<file path="config.mk">
export PLATFORM = sky130hd
export DESIGN_NAME = bbc_lexer
export DESIGN_NICKNAME = d
export VERILOG_FILES = /design/src/sv/bbc_pkg.sv /design/src/sv/bbc_lexer.sv
export SDC_FILE = /design/constraint.sdc
export NUM_CORES = 1
export LEC_CHECK = 0
export BUFFER_PORTS_ARGS = -buffer_cell sky130_fd_sc_hd__buf_2
export CAP_MARGIN = 0
export CORE_AREA = 2 2 41 43
export CTS_CLUSTER_SIZE = 10
export DETAILED_ROUTE_END_ITERATION = 10
export DIE_AREA = 0 0 43 45
export GPL_ROUTABILITY_DRIVEN = 0
export MAX_ROUTING_LAYER = met4
export PLACE_DENSITY = 0.8
export SKIP_LAST_GASP = 1
export SLEW_MARGIN = 10
export SYNTH_ARGS = -nofsm -noshare
export SYNTH_HDL_FRONTEND = slang
export SYNTH_SLANG_ARGS = --single-unit
</file>
<file path="constraint.sdc">
create_clock -name clk -period 1.5 [get_ports clk]
set_input_delay 0.225 -clock clk [delete_from_list [all_inputs] [get_ports clk]]
set_output_delay 0.225 -clock clk [all_outputs]
set_load 0.01 [all_outputs]
</file>
<file path="src/sv/bbc_pkg.sv">
// Package for the bracket balance checker.
// Holds lexer modes, quote kinds, result codes, character constants and shared types.
// No dependencies.
`timescale 1ns / 1ps

package bbc_pkg;

  typedef enum logic [1:0] {
    MODE_CODE   = 2'd0,
    MODE_LINE   = 2'd1,
    MODE_BLOCK  = 2'd2,
    MODE_STRING = 2'd3
  } lex_mode_t;

  typedef enum logic [1:0] {
    QUOTE_SINGLE   = 2'd0,
    QUOTE_DOUBLE   = 2'd1,
    QUOTE_BACKTICK = 2'd2
  } quote_kind_t;

  typedef enum logic [1:0] {
    STATUS_OK        = 2'd0,
    STATUS_UNMATCHED = 2'd1,
    STATUS_OPEN      = 2'd2,
    STATUS_OVERFLOW  = 2'd3
  } status_t;

  localparam int NUM_KINDS   = 3;
  localparam int KIND_BRACE  = 0;
  localparam int KIND_PAREN  = 1;
  localparam int KIND_SQUARE = 2;

  localparam logic [7:0] CH_LBRACE    = 8'h7B;
  localparam logic [7:0] CH_RBRACE    = 8'h7D;
  localparam logic [7:0] CH_LPAREN    = 8'h28;
  localparam logic [7:0] CH_RPAREN    = 8'h29;
  localparam logic [7:0] CH_LSQUARE   = 8'h5B;
  localparam logic [7:0] CH_RSQUARE   = 8'h5D;
  localparam logic [7:0] CH_SQUOTE    = 8'h27;
  localparam logic [7:0] CH_DQUOTE    = 8'h22;
  localparam logic [7:0] CH_BACKTICK  = 8'h60;
  localparam logic [7:0] CH_STAR      = 8'h2A;
  localparam logic [7:0] CH_SLASH     = 8'h2F;
  localparam logic [7:0] CH_BACKSLASH = 8'h5C;
  localparam logic [7:0] CH_NEWLINE   = 8'h0A;

  // one bit per bracket kind, indexed by KIND_*
  typedef struct packed {
    logic [NUM_KINDS-1:0] open;
    logic [NUM_KINDS-1:0] close;
  } bracket_evt_t;

  function automatic logic [7:0] quote_char(input quote_kind_t kind);
    logic [7:0] ch;
    unique case (kind)
      QUOTE_SINGLE:   ch = CH_SQUOTE;
      QUOTE_DOUBLE:   ch = CH_DQUOTE;
      QUOTE_BACKTICK: ch = CH_BACKTICK;
      default:        ch = CH_SQUOTE;
    endcase
    return ch;
  endfunction

endpackage

</file>
<file path="src/sv/bbc_lexer.sv">
// Lexer state for the bracket balance checker: code, comments and strings.
// Emits at most one bracket open/close event per byte seen in code. Uses bbc_pkg.
`timescale 1ns / 1ps

module bbc_lexer (
  input  logic                  clk,
  input  logic                  rst,
  input  logic                  step,
  input  logic                  clear,
  input  logic [7:0]            text_byte,
  output bbc_pkg::bracket_evt_t evt
);
  import bbc_pkg::*;

  lex_mode_t   mode, mode_next;
  quote_kind_t quote, quote_next;
  logic        slash_pending, slash_pending_next;
  logic        star_seen, star_seen_next;
  logic        prior_backslash;
  logic        code_en;

  always_comb begin
    mode_next          = mode;
    quote_next         = quote;
    slash_pending_next = slash_pending;
    star_seen_next     = star_seen;
    code_en            = 1'b0;
    evt                = '0;

    unique case (mode)
      MODE_LINE: begin
        if (text_byte == CH_NEWLINE) mode_next = MODE_CODE;
      end
      MODE_BLOCK: begin
        if (star_seen && text_byte == CH_SLASH) begin
          mode_next      = MODE_CODE;
          star_seen_next = 1'b0;
        end else begin
          star_seen_next = (text_byte == CH_STAR);
        end
      end
      MODE_STRING: begin
        if (text_byte == quote_char(quote) && !prior_backslash) mode_next = MODE_CODE;
      end
      default: begin
        code_en = 1'b1;
        if (slash_pending) begin
          slash_pending_next = 1'b0;
          if (text_byte == CH_SLASH) begin
            mode_next = MODE_LINE;
            code_en   = 1'b0;
          end else if (text_byte == CH_STAR) begin
            mode_next      = MODE_BLOCK;
            star_seen_next = 1'b0;
            code_en        = 1'b0;
          end
        end
      end
    endcase

    if (code_en) begin
      unique case (text_byte)
        CH_SLASH:    slash_pending_next = 1'b1;
        CH_SQUOTE:   begin mode_next = MODE_STRING; quote_next = QUOTE_SINGLE;   end
        CH_DQUOTE:   begin mode_next = MODE_STRING; quote_next = QUOTE_DOUBLE;   end
        CH_BACKTICK: begin mode_next = MODE_STRING; quote_next = QUOTE_BACKTICK; end
        CH_LBRACE:   evt.open[KIND_BRACE]   = 1'b1;
        CH_RBRACE:   evt.close[KIND_BRACE]  = 1'b1;
        CH_LPAREN:   evt.open[KIND_PAREN]   = 1'b1;
        CH_RPAREN:   evt.close[KIND_PAREN]  = 1'b1;
        CH_LSQUARE:  evt.open[KIND_SQUARE]  = 1'b1;
        CH_RSQUARE:  evt.close[KIND_SQUARE] = 1'b1;
        default: ;
      endcase
    end
  end

  always_ff @(posedge clk) begin
    if (rst || (step && clear)) begin
      mode            <= MODE_CODE;
      quote           <= QUOTE_SINGLE;
      slash_pending   <= 1'b0;
      star_seen       <= 1'b0;
      prior_backslash <= 1'b0;
    end else if (step) begin
      mode            <= mode_next;
      quote           <= quote_next;
      slash_pending   <= slash_pending_next;
      star_seen       <= star_seen_next;
      prior_backslash <= (text_byte == CH_BACKSLASH);
    end
  end

endmodule

</file>
# After elaboration in Yosys (flattened, before gate mapping)
# Index checks and enable logic that the tools add are counted.
dict set report word_totals {
  reg_bits 7
  input_bits 12
  output_inout_bits 6
  wordCells 70
}
dict set report op_classes {
  n_eq_ne 20
  n_mux 31
  bitwise_logic 1
  n_reduce_logical 13
}
# cell n
set ops {}
lappend ops {{8-bit by 6-bit equality test with 1-bit output, second input constant} 6}
lappend ops {{8-bit by 7-bit equality test with 1-bit output, second input constant} 6}
lappend ops {{1-bit two-way mux} 17}
lappend ops {{2-bit two-way mux} 8}
lappend ops {{7-bit one-hot mux with 2 select lines} 1}
lappend ops {{2-bit one-hot mux with 3 select lines} 2}
lappend ops {{8-bit by 4-bit equality test with 1-bit output, second input constant} 1}
lappend ops {{8-bit equality test} 1}
lappend ops {{8-bit two-way mux} 1}
lappend ops {{2-bit equality test, second input constant} 3}
lappend ops {{6-bit two-way mux} 1}
lappend ops {{3-bit OR reduction} 2}
lappend ops {{5-bit AND reduction} 1}
lappend ops {{2-bit by 1-bit equality test with 1-bit output, second input constant} 2}
lappend ops {{2-bit nonzero test} 2}
lappend ops {{1-bit logical AND} 3}
lappend ops {{3-bit AND reduction} 1}
lappend ops {{3-bit nonzero test} 1}
lappend ops {{2-bit by 1-bit != test with 1-bit output, second input constant} 1}
lappend ops {{1-bit one-hot mux with 2 select lines} 1}
lappend ops {{2-bit OR reduction} 1}
lappend ops {{1-bit logical NOT} 1}
lappend ops {{1-bit logical OR} 1}
lappend ops {{1-bit inverter} 1}

# Depth between registers and ports, before layout
dict set report depth {
  word_depth 9
  depth_mapped 6
  depth_no_buf 6
}

# Least setup slack after synthesis
# No wires, ideal clock.
dict set report synth_path {
  path_type {flip-flop to flip-flop}
  from {register quote[0]}
  to {register mode[1]}
  setup_ns 0.142
  arrival_time_ns 1.268
  t_required_ns 1.358
  setup_slack_ns 0.090
  path_stages_with_launch 7
  path_buffers 0
  period_less_slack_ns 1.410
  path_cell_list {dfxtp_1 -> inv_1 -> ha_1 -> and3_1 -> o211ai_1 -> o311ai_1 -> a311oi_1}
}
dict set report synth_between {
  elab_chain_cells 9
  word_cells_on_any_way 10
  cone_classes {eq/ne (3); mux (6); reduce/logical (1)}
}
# item line_no
set synth_lines {}
lappend synth_lines {{from (decl)} bbc_lexer.sv:16} ;# quote_kind_t quote, quote_next;
lappend synth_lines {{from (signal assigned)} bbc_lexer.sv:87} ;# quote <= quote_next;
lappend synth_lines {{2-bit equality test / 2-bit by 1-bit equality test with 1-bit output (equally long branches)} bbc_pkg.sv:55} ;# unique case (kind)
lappend synth_lines {{7-bit one-hot mux with 2 select lines (*)} bbc_pkg.sv:55}
lappend synth_lines {{8-bit two-way mux (*)} bbc_lexer.sv:30} ;# unique case (mode)
lappend synth_lines {{8-bit equality test (*)} bbc_lexer.sv:43} ;# if (text_byte == quote_char(quote) && !prior_backslash) mode_next = MODE_CODE;
lappend synth_lines {{1-bit logical AND (*)} bbc_lexer.sv:43}
lappend synth_lines {{2-bit two-way mux (*)} bbc_lexer.sv:43}
lappend synth_lines {{2-bit one-hot mux with 3 select lines (*)} bbc_lexer.sv:30}
lappend synth_lines {{2-bit two-way mux} bbc_lexer.sv:62} ;# unique case (text_byte)
lappend synth_lines {{2-bit two-way mux (*)} bbc_lexer.sv:61} ;# if (code_en) begin
lappend synth_lines {{to (signal assigned)} bbc_lexer.sv:86} ;# mode <= mode_next;
lappend synth_lines {{to (decl)} bbc_lexer.sv:15} ;# lex_mode_t mode, mode_next;
# Every way passes the cells marked *; elsewhere a longest branch is shown, timed or not. The select of a mux whose other input is x is not followed.
# A chain may end at the register's enable or synchronous reset.

==> results.py <==
metrics = {
    "placed_design": {
        "io_buffer_count": 17,
        "dpl.hpwl_um": 1400,
        "dp_cells": 132,
    },
    "timing": {
        "finalMaxSlewViolations": 0,
        "max_freq_mhz": 681,
        "post-route-period-util": 0.979,
        "finalClockSkew_ns": 0.00189,
        "timing.slew.headroom": 0.743,
        "fin_crit_ns": 1.47,
        "holdWs_ns": 0.318,
        "worstMarginPinSlew_ns": 0.380,
        "hold_violations": 0,
        "rsz0062_at_grt": "yes",
        "setup_violations": 0,
    },
    "yosys": {
        "synth_nets": 101,
        "async_reset_ff_frac": 0,
        "synth_cell_types": 32,
        "synthCells": 87,
        "synth-edff-count": 0,
        "ys_warn_count": 0,
        "synth.avg_cell_area_sq_um": 7.15,
        "netlist_area_sq_um": 622,
        "yosysTopAreaCellShare": 0.225,
        "ys_top_cells_by_count": "nor2_1 (10), nand2_1 (9), nor3_1 (8)",
        "synth_top_area_cell": "dfxtp_1",
        "synthFlopType": "dfxtp_1",
        "synth_area_leaders": "dfxtp_1 (23%), nor3_1 (6.4%), nor2_1 (6.0%)",
        "seq_area_frac_synth": 0.225,
        "yosysMostFrequentCell": "nor2_1",
        "ys_ff_latch": 7,
    },
    "setup_path": {
        "crit_start": "mode[1]$_SDFFE_PP0P_",
        "r2r_cells": 6,
        "cp.required_ns": 1.27,
        "cp_num_cells": 6,
        "crit_path_cell_trace": "nor2_4, nand2_2, nor3_2, nand3_1, nor2_1, buf_2",
        "endpoint": "evt[5]",
        "regToRegEndpoint": "mode[1]$_SDFFE_PP0P_",
        "critical_path_class": "flip-flop to output pin",
        "critical_path.startpoint_type": "flip-flop",
        "slowest_delay_ns": 0.33,
        "reg2reg_from": "quote[0]$_SDFFE_PP0P_",
        "crit_fanout": 3,
        "cp.arrival_ns": 1.24,
        "cp_top_family": "simple AND/OR/NAND/NOR gates",
        "cp-end-kind": "output pin",
        "path_buf_inv": 1,
        "r2r_setup_slack_ns": 0.07,
        "cpMaxStageDelayCell": "dfxtp_2",
    },
    "clock_network": {
        "cts_sinks": 7,
        "clock_latency_ns": 0.24,
        "cts_buffer_depth": 2,
        "cts_hold_buf": 0,
        "htree_num_levels": 1,
        "cts_tree": "yes",
        "root_buffer": "clkbuf_4",
        "numCtsBuffers": 3,
        "clkSlewWorstSetupHoldPaths_ns": 0.05,
    },
    "layout": {
        "drive_above_1_share": 0.434,
        "nFillCells": 130,
        "layout-area-overhead-vs-synth_pct": 49.7,
        "fin_nets": 137,
        "stdcell_count": 138,
        "diodes": 0,
        "utilization": 0.633,
    },
    "die": {
        "start_util": 0.423,
        "core.rowCount": 14,
        "ioPinCount": 18,
        "die-area_sq_mm": 0.00194,
        "die_height_um": 45,
        "fp.dieW_um": 43,
        "design.core.area_sq_mm": 0.00147,
    },
    "global_routing": {
        "grt_pass1_wl_um": 3090,
        "grtUsageTotal": 0.215,
        "grt_pass1_vias": 739,
        "antenna_found_initial": 0,
        "grt_max_degree": 12,
        "grt-ovfl-total": 0,
    },
    "drt": {
        "ant_nets": 0,
        "wl_per_cell_um": 13.8,
        "drt_pass1_iterations": 4,
        "drt_iter0_drc": 16,
        "viasPerCell": 5.66,
        "drc": 0,
        "via_count": 781,
        "finalWirelength_um": 1910,
    },
    "hold_path": {
        "hp-class": "primary input to flip-flop",
        "min_from": "step",
    },
    "power_and_ir_drop": {
        "ir_worst_vdd_uv": 458,
        "powerDensity_mw_per_mm2": 513,
        "p_leak_nw": 0.386,
    },
    "run_status": {
        "status": "finished, final reports clean",
    },
    "job": {
        "max-cap-violations": 0,
    },
}
==> report_power, final <==
| group | switching, mW | total (mW) | internal, mW |
|---|---|---|---|
| clock | 0.0605 | 0.161 | 0.101 |
| sequential | 0.00174 | 0.190 | 0.188 |
| combinational | 0.0682 | 0.126 | 0.0580 |
==> cell families after synthesis <==
| logic type | after synthesis | synth area share |
|---|---|---|
| buffers and inverters | 8 | 0.0523 |
| muxes | 2 | 0.0322 |
| xor gates and xnor gates | 3 | 0.0423 |
| DFF | 7 | 0.225 |
| and+or+nand+nor | 47 | 0.421 |
| AOI/OAI and AO/OA | 18 | 0.187 |
| adders and majority gates | 2 | 0.0402 |
==> layout by cell type, fill, tap and decap left out, types with 4 or more instances in the layout <==
cell / instances
buf_4: 17
buf_2: 17
nand3_1: 4
dfxtp_1: 4
a21oi_1: 6
nor3_1: 5
nor2_1: 9
inv_1: 4
nand2_1: 8
==> flip-flops by register name, summed over array words and instances, names as in the netlist <==
| register | count |
|---|---|
| star_seen | 1 |
| prior_backslash | 1 |
| slash_pending | 1 |
| quote | 2 |
| mode | 2 |
==> per-layer routing <==
layer,GRT usage,part of all wire,vias up
met5,-,0,-
met2,0.373,0.50,27
met4,0.103,0.0073,0
met1,0.245,0.45,357
li1,-,-,395
met3,0.0320,0.035,2
==> repair_timing <==
item / 4_1_cts / 5_1_grt
pin swaps: 6 / 9
gates resized for setup: 8 / 6
setup buffers: 1 / 1
setup endpoints to repair: 7 / 8
==> metrics by stage <==
step / area [sq um] / TNS [ns] / total power, mW / setup slack (ns)
2_1_floorplan: 622 / 0 / 0.244 / 0.0905
3_3_place_gp: 826 / -0.126 / 0.299 / -0.0352
3_5_place_dp: 826 / -0.178 / 0.302 / -0.0503
4_1_cts: 900 / 0 / 0.476 / 0.00501
5_1_grt: 931 / -0.225 / 0.507 / -0.0924
6_report: 931 / 0 / 0.478 / 0.0322
==> worst min-delay path by stage <==
stage | endpoint | slack [ns] | depth (start not counted)
after global placement | prior_backslash$_SDFFE_PP0P_ | 0.46 | 2
after detailed placement | prior_backslash$_SDFFE_PP0P_ | 0.46 | 2
final | mode[1]$_SDFFE_PP0P_ | 0.32 | 3
after global routing | mode[1]$_SDFFE_PP0P_ | 0.32 | 3
after floorplan | prior_backslash$_SDFFE_PP0P_ | 0.38 | 2
after CTS | mode[1]$_SDFFE_PP0P_ | 0.31 | 3
==> worst min-delay path, stage by stage <==
cell,delay [ns]
buf_2,0.14
nor2_1,0.10
a311oi_1,0.05
==> layout make-up <==
type | count | area, sq um | area share
Multi-Input combinational cell | 72 | 509 | 0.547
Inverter | 5 | 18.8 | 0.0202
Timing Repair Buffer | 34 | 213 | 0.228
Clock buffer | 4 | 26.3 | 0.0282
Tap cell | 16 | 20.0 | 0.0215
Sequential cell | 7 | 144 | 0.155
Power figures use the tool's default switching activity.
